$ cat config.mk
export PLATFORM = sky130hd
export DESIGN_NAME = digit_bucket_store_unit
export DESIGN_NICKNAME = d
export VERILOG_FILES = /design/src/hw/rtl/dbs_pkg.sv /design/src/hw/rtl/dbs_ram.sv /design/src/hw/rtl/dbs_ctrl.sv /design/src/hw/rtl/dbs_datapath.sv /design/src/hw/rtl/digit_bucket_store_unit.sv
export VERILOG_INCLUDE_DIRS = /design/src /design/src/hw/rtl
export SDC_FILE = /design/constraint.sdc
export NUM_CORES = 2
export LEC_CHECK = 0
export ABC_CLOCK_PERIOD_IN_PS = 18250
export BUFFER_PORTS_ARGS = -buffer_cell sky130_fd_sc_hd__clkbuf_2
export CAP_MARGIN = 10
export CORE_MARGIN = 4
export CORE_UTILIZATION = 30
export DETAILED_ROUTE_END_ITERATION = 16
export GPL_TIMING_DRIVEN = 0
export RECOVER_POWER = 50
export SLEW_MARGIN = 20
export SYNTH_ARGS = -nofsm -noshare
export SYNTH_HDL_FRONTEND = slang
export SYNTH_SLANG_ARGS = --single-unit
$ cat constraint.sdc
create_clock -name clock -period 18.25 [get_ports clock]
set_input_delay 2.7375 -clock clock [delete_from_list [all_inputs] [get_ports clock]]
set_output_delay 2.7375 -clock clock [all_outputs]
set_load 0.05 [all_outputs]
$ cat src/hw/rtl/digit_bucket_store_unit_macros.svh
// ----------------------------------------------------------------------------
// Assertion macros for the digit bucket store
// Shared property shorthands; each expects clock and reset in scope.
// ----------------------------------------------------------------------------
`ifndef DIGIT_BUCKET_STORE_UNIT_MACROS_SVH
`define DIGIT_BUCKET_STORE_UNIT_MACROS_SVH

// The consequent must hold in the same cycle as the antecedent.
`define DBS_ASSERT_SAME(label, ante, cons, msg) \
   label: assert property (@(posedge clock) disable iff (reset) (ante) |-> (cons)) \
      else $error(msg);

// The consequent must hold in the cycle after the antecedent.
`define DBS_ASSERT_NEXT(label, ante, cons, msg) \
   label: assert property (@(posedge clock) disable iff (reset) (ante) |=> (cons)) \
      else $error(msg);

`endif

$ cat src/hw/rtl/dbs_pkg.sv
// ----------------------------------------------------------------------------
// dbs_pkg
// Shared constants, codes, command and status types of the bucket store.
// ----------------------------------------------------------------------------
`default_nettype none

package dbs_pkg;

   localparam int NUM_BUCKETS    = 10;
   localparam int BKT_BITS       = 4;
   localparam int OP_BITS        = 2;
   localparam int ITEM_BITS      = 8;
   localparam int STATUS_BITS    = 2;
   localparam int REMOVED_BITS   = 6;
   localparam int MAX_VALUE_BITS = 16;

   localparam logic [OP_BITS-1:0] OP_INSERT = 2'd0;
   localparam logic [OP_BITS-1:0] OP_LIST   = 2'd1;
   localparam logic [OP_BITS-1:0] OP_DELETE = 2'd2;

   localparam logic [STATUS_BITS-1:0] ST_OK    = 2'd0;
   localparam logic [STATUS_BITS-1:0] ST_EMPTY = 2'd1;
   localparam logic [STATUS_BITS-1:0] ST_FULL  = 2'd2;

   // Commands from the controller to the datapath.
   typedef struct packed {
      logic load;
      logic walk_start;
      logic rd_issue;
      logic list_load;
      logic del_step;
      logic ins_commit;
      logic del_commit;
      logic empty_emit;
   } cmd_type;

   // Status from the datapath to the controller.
   typedef struct packed {
      logic [OP_BITS-1:0] op;
      logic               list_empty;
      logic               more;
      logic               pend;
      logic               out_free;
   } sts_type;

   // Remainder by ten through a reciprocal multiply; exact for 8-bit inputs.
   function automatic logic [BKT_BITS-1:0] mod10(input logic [ITEM_BITS-1:0] v);
      logic [15:0]          prod;
      logic [4:0]           quot;
      logic [ITEM_BITS-1:0] tens;
      logic [ITEM_BITS-1:0] rem;
      prod = 16'(v) * 16'd205;
      quot = prod[15:11];
      tens = 8'(quot) * 8'd10;
      rem  = v - tens;
      return rem[BKT_BITS-1:0];
   endfunction

endpackage

`default_nettype wire

$ cat src/hw/rtl/dbs_ram.sv
// ----------------------------------------------------------------------------
// dbs_ram
// Generic simple dual-port RAM, one write and one registered read port.
// ----------------------------------------------------------------------------
`default_nettype none

module dbs_ram #(
   parameter int WIDTH     = 8,
   parameter int DEPTH     = 320,
   parameter int ADDR_BITS = $clog2(DEPTH)
) (
   input  wire logic                 clock,
   input  wire logic                 wr_en,
   input  wire logic [ADDR_BITS-1:0] wr_addr,
   input  wire logic [WIDTH-1:0]     wr_data,
   input  wire logic                 rd_en,
   input  wire logic [ADDR_BITS-1:0] rd_addr,
   output logic      [WIDTH-1:0]     rd_data
);

   logic [WIDTH-1:0] mem_ff [DEPTH];

   always_ff @(posedge clock) begin
      if (wr_en) begin
         mem_ff[wr_addr] <= wr_data;
      end
      if (rd_en) begin
         rd_data <= mem_ff[rd_addr];
      end
   end

endmodule

`default_nettype wire

$ cat src/hw/rtl/dbs_ctrl.sv
// ----------------------------------------------------------------------------
// dbs_ctrl
// Sequencer for insert, list and delete requests of the bucket store.
// ----------------------------------------------------------------------------
`default_nettype none

module dbs_ctrl
   import dbs_pkg::*;
(
   input  wire logic    clock,
   input  wire logic    reset,
   input  wire logic    req_valid,
   output logic         req_ready,
   input  wire sts_type sts,
   output cmd_type      cmd
);

   typedef enum logic [2:0] {
      IDLE,
      DECODE,
      LIST,
      DELETE,
      DEL_DONE
   } state_type;

   state_type state_ff;
   state_type state_in;

   assign req_ready = (state_ff == IDLE);

   always_comb begin
      cmd      = '0;
      state_in = state_ff;
      case (state_ff)
         IDLE: begin
            if (req_valid) begin
               cmd.load = 1'b1;
               state_in = DECODE;
            end
         end
         DECODE: begin
            case (sts.op)
               OP_INSERT: begin
                  if (sts.out_free) begin
                     cmd.ins_commit = 1'b1;
                     state_in       = IDLE;
                  end
               end
               OP_LIST: begin
                  if (sts.list_empty) begin
                     if (sts.out_free) begin
                        cmd.empty_emit = 1'b1;
                        state_in       = IDLE;
                     end
                  end else begin
                     cmd.walk_start = 1'b1;
                     state_in       = LIST;
                  end
               end
               OP_DELETE: begin
                  cmd.walk_start = 1'b1;
                  state_in       = DELETE;
               end
               default: begin
                  state_in = IDLE;
               end
            endcase
         end
         LIST: begin
            // Read data is held in the RAM until the output register takes it.
            cmd.list_load = sts.pend && sts.out_free;
            cmd.rd_issue  = sts.more && (!sts.pend || cmd.list_load);
            if (cmd.list_load && !sts.more) begin
               state_in = IDLE;
            end
         end
         DELETE: begin
            cmd.rd_issue = sts.more;
            cmd.del_step = sts.pend;
            if (!sts.more && !sts.pend) begin
               state_in = DEL_DONE;
            end
         end
         DEL_DONE: begin
            if (sts.out_free) begin
               cmd.del_commit = 1'b1;
               state_in       = IDLE;
            end
         end
         default: begin
            state_in = IDLE;
         end
      endcase
   end

   always_ff @(posedge clock) begin
      if (reset) begin
         state_ff <= IDLE;
      end else begin
         state_ff <= state_in;
      end
   end

endmodule

`default_nettype wire

$ cat src/hw/rtl/dbs_datapath.sv
// ----------------------------------------------------------------------------
// dbs_datapath
// Bucket counts, entry RAM, walk indexes and the result register.
// ----------------------------------------------------------------------------
`default_nettype none

`include "digit_bucket_store_unit_macros.svh"

module dbs_datapath
   import dbs_pkg::*;
#(
   parameter int BUCKET_DEPTH = 32,
   parameter int VALUE_BITS   = 8
) (
   input  wire logic                    clock,
   input  wire logic                    reset,
   input  wire logic [OP_BITS-1:0]      req_operation,
   input  wire logic [ITEM_BITS-1:0]    req_value,
   input  wire logic [BKT_BITS-1:0]     req_bucket,
   output logic      [ITEM_BITS-1:0]    rsp_item,
   output logic                         rsp_last,
   output logic      [STATUS_BITS-1:0]  rsp_status,
   output logic      [REMOVED_BITS-1:0] rsp_removed,
   output logic                         rsp_valid,
   input  wire logic                    rsp_ready,
   input  wire cmd_type                 cmd,
   output sts_type                      sts
);

   localparam int IDX_BITS  = (BUCKET_DEPTH > 1) ? $clog2(BUCKET_DEPTH) : 1;
   localparam int CNT_BITS  = $clog2(BUCKET_DEPTH + 1);
   localparam int ADDR_BITS = BKT_BITS + IDX_BITS;
   localparam int RAM_DEPTH = NUM_BUCKETS << IDX_BITS;

   logic [OP_BITS-1:0]      op_ff;
   logic [VALUE_BITS-1:0]   val_ff;
   logic [BKT_BITS-1:0]     bkt_ff;
   logic [CNT_BITS-1:0]     rd_idx_ff;
   logic [CNT_BITS-1:0]     wr_idx_ff;
   logic                    pend_ff;
   logic [CNT_BITS-1:0]     cnt_ff [NUM_BUCKETS];
   logic [ITEM_BITS-1:0]    item_ff;
   logic                    last_ff;
   logic [STATUS_BITS-1:0]  status_ff;
   logic [REMOVED_BITS-1:0] removed_ff;
   logic                    valid_ff;

   logic [ITEM_BITS-1:0]    item_in;
   logic                    last_in;
   logic [STATUS_BITS-1:0]  status_in;
   logic [REMOVED_BITS-1:0] removed_in;

   logic [MAX_VALUE_BITS-1:0] req_wide;
   logic [VALUE_BITS-1:0]     req_val;
   logic [MAX_VALUE_BITS-1:0] req_val_wide;
   logic [BKT_BITS-1:0]       req_home;
   logic [MAX_VALUE_BITS-1:0] rd_wide;

   logic [CNT_BITS-1:0]   n;
   logic                  full;
   logic                  more;
   logic                  keep;
   logic                  out_load;
   logic [CNT_BITS-1:0]   removed_cnt;

   logic                  ram_wr_en;
   logic [ADDR_BITS-1:0]  ram_wr_addr;
   logic [VALUE_BITS-1:0] ram_wr_data;
   logic [ADDR_BITS-1:0]  ram_rd_addr;
   logic [VALUE_BITS-1:0] ram_rd_data;

   // Only the low VALUE_BITS of the value take part; the bucket follows from that.
   assign req_wide     = MAX_VALUE_BITS'(req_value);
   assign req_val      = req_wide[VALUE_BITS-1:0];
   assign req_val_wide = MAX_VALUE_BITS'(req_val);
   assign req_home     = mod10(req_val_wide[ITEM_BITS-1:0]);

   assign n           = (bkt_ff < BKT_BITS'(NUM_BUCKETS)) ? cnt_ff[bkt_ff] : '0;
   assign full        = (n >= CNT_BITS'(BUCKET_DEPTH));
   assign more        = (rd_idx_ff < n);
   assign keep        = (ram_rd_data != val_ff);
   assign removed_cnt = n - wr_idx_ff;
   assign rd_wide     = MAX_VALUE_BITS'(ram_rd_data);
   assign out_load    = cmd.ins_commit || cmd.empty_emit || cmd.del_commit || cmd.list_load;

   assign ram_wr_en   = (cmd.ins_commit && !full) || (cmd.del_step && keep);
   assign ram_wr_addr = cmd.ins_commit ? {bkt_ff, n[IDX_BITS-1:0]}
                                       : {bkt_ff, wr_idx_ff[IDX_BITS-1:0]};
   assign ram_wr_data = cmd.ins_commit ? val_ff : ram_rd_data;
   assign ram_rd_addr = {bkt_ff, rd_idx_ff[IDX_BITS-1:0]};

   dbs_ram #(
      .WIDTH     (VALUE_BITS),
      .DEPTH     (RAM_DEPTH),
      .ADDR_BITS (ADDR_BITS)
   ) u_ram (
      .clock   (clock),
      .wr_en   (ram_wr_en),
      .wr_addr (ram_wr_addr),
      .wr_data (ram_wr_data),
      .rd_en   (cmd.rd_issue),
      .rd_addr (ram_rd_addr),
      .rd_data (ram_rd_data)
   );

   always_comb begin
      item_in    = '0;
      last_in    = 1'b1;
      status_in  = ST_OK;
      removed_in = '0;
      if (cmd.list_load) begin
         item_in = rd_wide[ITEM_BITS-1:0];
         last_in = !more;
      end else if (cmd.empty_emit) begin
         status_in = ST_EMPTY;
      end else if (cmd.ins_commit) begin
         status_in = full ? ST_FULL : ST_OK;
      end else if (cmd.del_commit) begin
         status_in  = (removed_cnt == '0) ? ST_EMPTY : ST_OK;
         removed_in = REMOVED_BITS'(removed_cnt);
      end
   end

   always_ff @(posedge clock) begin
      if (cmd.load) begin
         op_ff  <= req_operation;
         val_ff <= req_val;
         bkt_ff <= (req_operation == OP_LIST) ? req_bucket : req_home;
      end
      if (cmd.walk_start) begin
         rd_idx_ff <= '0;
         wr_idx_ff <= '0;
      end else begin
         if (cmd.rd_issue) begin
            rd_idx_ff <= rd_idx_ff + 1'b1;
         end
         if (cmd.del_step && keep) begin
            wr_idx_ff <= wr_idx_ff + 1'b1;
         end
      end
      if (out_load) begin
         item_ff    <= item_in;
         last_ff    <= last_in;
         status_ff  <= status_in;
         removed_ff <= removed_in;
      end
   end

   always_ff @(posedge clock) begin
      if (reset) begin
         pend_ff  <= 1'b0;
         valid_ff <= 1'b0;
         for (int i = 0; i < NUM_BUCKETS; i++) begin
            cnt_ff[i] <= '0;
         end
      end else begin
         if (cmd.walk_start) begin
            pend_ff <= 1'b0;
         end else if (cmd.rd_issue) begin
            pend_ff <= 1'b1;
         end else if (cmd.list_load || cmd.del_step) begin
            pend_ff <= 1'b0;
         end
         if (out_load) begin
            valid_ff <= 1'b1;
         end else if (rsp_ready) begin
            valid_ff <= 1'b0;
         end
         if (cmd.ins_commit && !full) begin
            cnt_ff[bkt_ff] <= n + 1'b1;
         end else if (cmd.del_commit) begin
            cnt_ff[bkt_ff] <= wr_idx_ff;
         end
      end
   end

   assign rsp_item    = item_ff;
   assign rsp_last    = last_ff;
   assign rsp_status  = status_ff;
   assign rsp_removed = removed_ff;
   assign rsp_valid   = valid_ff;

   assign sts.op         = op_ff;
   assign sts.list_empty = (n == '0);
   assign sts.more       = more;
   assign sts.pend       = pend_ff;
   assign sts.out_free   = !valid_ff || rsp_ready;

   `DBS_ASSERT_SAME(a_count_in_range, bkt_ff < BKT_BITS'(NUM_BUCKETS), n <= CNT_BITS'(BUCKET_DEPTH), "bucket count exceeds depth")
   `DBS_ASSERT_SAME(a_no_read_overrun, cmd.rd_issue, !pend_ff || cmd.list_load || cmd.del_step, "read data overwritten before use")
   `DBS_ASSERT_SAME(a_write_behind_read, cmd.del_step, wr_idx_ff < rd_idx_ff, "compaction write index passed read index")
   `DBS_ASSERT_NEXT(a_list_end_marked, cmd.list_load && !more, valid_ff && last_ff, "final listed entry lacks last mark")

endmodule

`default_nettype wire

$ cat src/hw/rtl/digit_bucket_store_unit.sv
// ----------------------------------------------------------------------------
// digit_bucket_store_unit
// Digit bucket store: ten buckets of values, each value filed under its decimal
// ones digit. A request on the req_ channel is taken when req_valid and
// req_ready are both high; results leave on the rsp_ channel under the same
// valid/ready rule. An insert appends to the bucket (status full when at
// capacity) and gives one result, registered after the decode state. A list
// request streams the bucket's entries in order, one a cycle while the
// receiver is ready, with rsp_last on the final one; an empty or out-of-range
// bucket gives a single result. A delete compacts its bucket through the
// entry RAM, one entry a cycle, and then gives one result. One request is in
// work at a time. A finished result waits in the output register while the
// next request is taken. A stalled receiver holds the result and pauses a
// list walk. Reset empties every bucket; entry contents are not cleared.
// ----------------------------------------------------------------------------
`default_nettype none

module digit_bucket_store_unit
   import dbs_pkg::*;
#(
   parameter int BUCKET_DEPTH = 32,
   parameter int VALUE_BITS   = 8
) (
   input  wire logic                    clock,
   input  wire logic                    reset,
   input  wire logic                    req_valid,
   output logic                         req_ready,
   input  wire logic [OP_BITS-1:0]      req_operation,
   input  wire logic [ITEM_BITS-1:0]    req_value,
   input  wire logic [BKT_BITS-1:0]     req_bucket,
   output logic                         rsp_valid,
   input  wire logic                    rsp_ready,
   output logic      [ITEM_BITS-1:0]    rsp_item,
   output logic                         rsp_last,
   output logic      [STATUS_BITS-1:0]  rsp_status,
   output logic      [REMOVED_BITS-1:0] rsp_removed
);

   cmd_type cmd;
   sts_type sts;

   dbs_ctrl u_ctrl (
      .clock     (clock),
      .reset     (reset),
      .req_valid (req_valid),
      .req_ready (req_ready),
      .sts       (sts),
      .cmd       (cmd)
   );

   dbs_datapath #(
      .BUCKET_DEPTH (BUCKET_DEPTH),
      .VALUE_BITS   (VALUE_BITS)
   ) u_datapath (
      .clock         (clock),
      .reset         (reset),
      .req_operation (req_operation),
      .req_value     (req_value),
      .req_bucket    (req_bucket),
      .rsp_item      (rsp_item),
      .rsp_last      (rsp_last),
      .rsp_status    (rsp_status),
      .rsp_removed   (rsp_removed),
      .rsp_valid     (rsp_valid),
      .rsp_ready     (rsp_ready),
      .cmd           (cmd),
      .sts           (sts)
   );

endmodule

`default_nettype wire

==> metrics.md <==
| Metric | Value |
|---|---|
| Status | `finished with violations` |
| Failing checks | `max-capacitance violations, max-slew violations` |
| Worst skew pair latency | `0.93 ns` |
| Hold Vio Cnt, Final | `0` |
| # H-tree levels | `5` |
| Commonest non-fill, non-tap cell in the layout | `edfxtp_1` |
| Vias per inst | `5.98` |
| DRT iter0 DRCs | `13400` |
| Synthesized area per cell | `20.4 um2` |
| Most frequent cells in the layout | `2695 x edfxtp_1, 627 x mux4_2, 432 x nor2_1` |
| Post_cts resized | `0` |
| GRT Util Overall | `24.0%` |
| FILL cells | `33000` |
| Kind of end point of the critical path | `register` |
| Ports | `37` |
| Crit path time final | `11.76 ns` |
| Post-synth top area share | `about three quarters` |
| Worst-path clk slew | `0.06 ns` |
| Worst Skew | `roughly 0.089 ns` |
| Worst Tran Pin Value | `3.72 ns` |
| Largest delay share family, worst path | `buffers and inverters` |
| Synth area leader | `edfxtp_1` |
| Setup bufs post-CTS | `0` |
| CTS Hold Bufs | `0` |
| Ys Warns | `0` |
| Slew headroom | `-148%` |
| Seq/Total Area, Yosys | `75.6%` |
| Final core utilization | `34.9%` |
| Crit Path Class | `input pin to register` |
| CTS tree | `done` |
| I/O Buffers | `36` |
| Setup TNS | `0 ns` |
| Post-detail-place hpwl | `305000 um` |
| Row count | `219` |
| Critical Path AT | `12.02 ns` |
| Clock buffer depth | `4` |
| Largest cells by area after synthesis | `edfxtp_1 75%, mux4_2 13%, nor2_1 1.6%, mux2i_1 1.2%, a22oi_1 0.77%` |
| WL final | `454000 um` |
| Max-capacitance violation count | `45` |
| Final period util | `roughly 64%` |
| Post-Synthesis Cells | `5278` |
| Core Area | `356000 um2` |
| Drt first pass iters | `8` |
| Worst hold path type | `register to register` |
| Req. time, crit path | `18.51 ns` |
| WL/cell | `42.4 um` |
| Yosys reg bits | `2716` |
| Final setup viols | `0` |
| Maximum vdd ir drop | `0.0956 mV` |
| Leak Pwr | `37.6 nW` |
| Initial Utilization | `a little under a third` |
| Slew Viols, Final | `2391` |
| Delay of the slowest critical-path stage | `2.51 ns` |
| Clock Sinks | `2716` |
| First-pass GRT wire length | `roughly 580000 um` |
| Post-synth net total | `5363` |
| Layout cells sized above 1 | `23.7%` |
| Area Overhead vs Synth | `15.6%` |
| Vias in the first global route | `58900` |
| DRC viols | `0` |
| Root Driver | `clkbuf_16` |
| Slowest-stage cell, CP | `clkbuf_1` |
| P per Cell Area | `146 nW/um2` |
| Initial antenna violation count | `43` |
| Crit path max fanout | `between 60 and 70` |
| EDFF count, synth | `2695` |
| Pin count of the biggest net entering global routing | `85` |
| Nets@finish | `5782` |
| Num CTS Buffers | `roughly 280` |
| Ys flop type | `edfxtp_1` |
| Routed Antenna Nets | `0` |
| Die X | `607 um` |
| Vias | `between 60000 and 70000` |
| Peak Freq | `0.0850 GHz` |
| Synth cell types | `84` |
| Crit start category | `input pin` |
| Buf+Inv Stages, Crit Path | `6` |
| Die Footprint | `368000 um2` |
| Top cell by count, worst path | `clkbuf_1` |
| Total gr overflow | `0` |
| RSZ-0062 raised after global routing | `no` |
| Die H | `607 um` |
| Routability-driven placement congestion ratio | `1.05` |
| Mapped Area | `108000 um2` |
| Crit-path cells | `clkbuf_1 > nand2b_1 > and3_1 > clkbuf_1 > clkbuf_1 > nand2_1 > nand2_1 > clkbuf_1 > clkbuf_1 > clkbuf_1` |
| Async S/R FF share, synth | `0%` |
-- final cells by class --
type / instances / area (um2) / share of cell area (%)
flip-flops and latches: 2716 / 81300 / 65.4
multi-input cells: 2216 / 24300 / 19.6
clock buffers: 356 / 7560 / 6.08
well taps: 4751 / 5940 / 4.78
plain buffers: 307 / 1800 / 1.45
repair buffers: 134 / 1650 / 1.32
clock inverters: 144 / 1470 / 1.18
inverters: 39 / 146 / 0.118
diodes: 34 / 85.1 / 0.0684
-- Yosys cell counts, types with 6 or more instances --
cell type,n
nor2_2,9
o21ai_1,8
xor2_1,19
a211oi_1,13
buf_4,53
a31oi_1,14
a22oi_1,110
buf_2,110
edfxtp_1,2695
dfxtp_1,21
buf_6,31
nor4_1,9
nand3_1,38
nand4_1,13
nand2_1,158
a21o_1,7
nor2_1,455
a21oi_1,68
or2_2,6
a2111oi_0,7
nor2b_1,21
fa_1,12
mux2_2,16
o21ai_0,36
buf_1,15
clkbuf_1,97
xnor2_1,17
a221oi_1,66
ha_1,55
nand2b_1,57
inv_1,37
o22ai_1,37
mux2i_1,134
and3_1,6
and2_1,15
a22o_1,53
nor3_1,37
mux4_1,6
or3_1,11
mux4_2,627
-- per-stage QoR --
| stage | total power (W) | setup WS (ns) | hold slack, ns | area, um2 | std cells |
|---|---|---|---|---|---|
| global placement | 0.0123 | 4.63 | 0.523 | 114000 | 10100 |
| global route | 0.0183 | 6.40 | 0.579 | 124000 | 10700 |
| finish | 0.0181 | 6.49 | 0.535 | 124000 | 10700 |
| detailed placement | 0.0122 | 9.65 | 0.524 | 116000 | 10200 |
| CTS | 0.0179 | 10.53 | 0.538 | 125000 | 10700 |
| floorplan | 0.00969 | 9.83 | 0.483 | 108000 | 5278 |
-- registers in the layout (all words and copies together), names as in the netlist, 6 cells and up, named ones only --
| name | flops |
|---|---|
| u_datapath.cnt_ff | 96 |
| u_datapath.rd_idx_ff | 6 |
| u_datapath.rsp_item | 8 |
| u_datapath.rsp_removed | 6 |
| u_datapath.u_ram.mem_ff | 2560 |
| u_datapath.u_ram.rd_data | 8 |
| u_datapath.val_ff | 8 |
| u_datapath.wr_idx_ff | 6 |
-- worst reg2reg max path: stages (launching register included) --
cell	delay, ns
edfxtp_1	0.44
inv_1	0.11
ha_1	0.20
and3_1	0.16
clkbuf_1	0.35
clkbuf_1	0.39
nand2_1	0.11
nand2_1	0.56
clkbuf_1	2.52
clkbuf_1	2.46
clkbuf_1	2.24
-- where the power goes --
group | internal [W] | switching (W)
registers | 0.00715 | 0.0000218
clock network | 0.00329 | 0.00251
logic | 0.00145 | 0.00370
-- metal layers --
| metal | up-vias | share of wire [%] | global-route usage (%) |
|---|---|---|---|
| met5 | - | 0.12 | 0.235 |
| met3 | 1388 | 16 | 11.1 |
| met4 | 18 | 8.0 | 14.9 |
| li1 | 22700 | - | - |
| met1 | 33800 | 35 | 29.8 |
| met2 | 6080 | 41 | 33.7 |
-- logic make-up after synthesis --
logic type | count (synthesis) | share of synthesized area (%)
AOI/OAI and AO/OA | 468 | 3.19
xor gates and xnor gates | 36 | 0.293
adders and majority gates | 67 | 0.863
buffers and inverters | 346 | 1.75
DFF | 2716 | 75.6
muxes | 786 | 14.7
and+or+nand+nor | 859 | 3.53
-- final timing paths --
| kind | start | cells past startpoint | to | slack, ns |
|---|---|---|---|---|
| worst min register to register | u_datapath.rd_idx_ff[5] | 2 | u_datapath.rd_idx_ff[5] | 0.54 |
| worst max-delay path | rsp_ready | 10 | u_datapath.u_ram.mem_ff[137][1] | 6.49 |
| worst min-delay path | u_datapath.rd_idx_ff[5] | 2 | u_datapath.rd_idx_ff[5] | 0.54 |
| worst max register to register | u_datapath.op_ff[0] | 10 | u_datapath.u_ram.mem_ff[137][1] | 8.00 |
(Power assumes the default switching activity.)
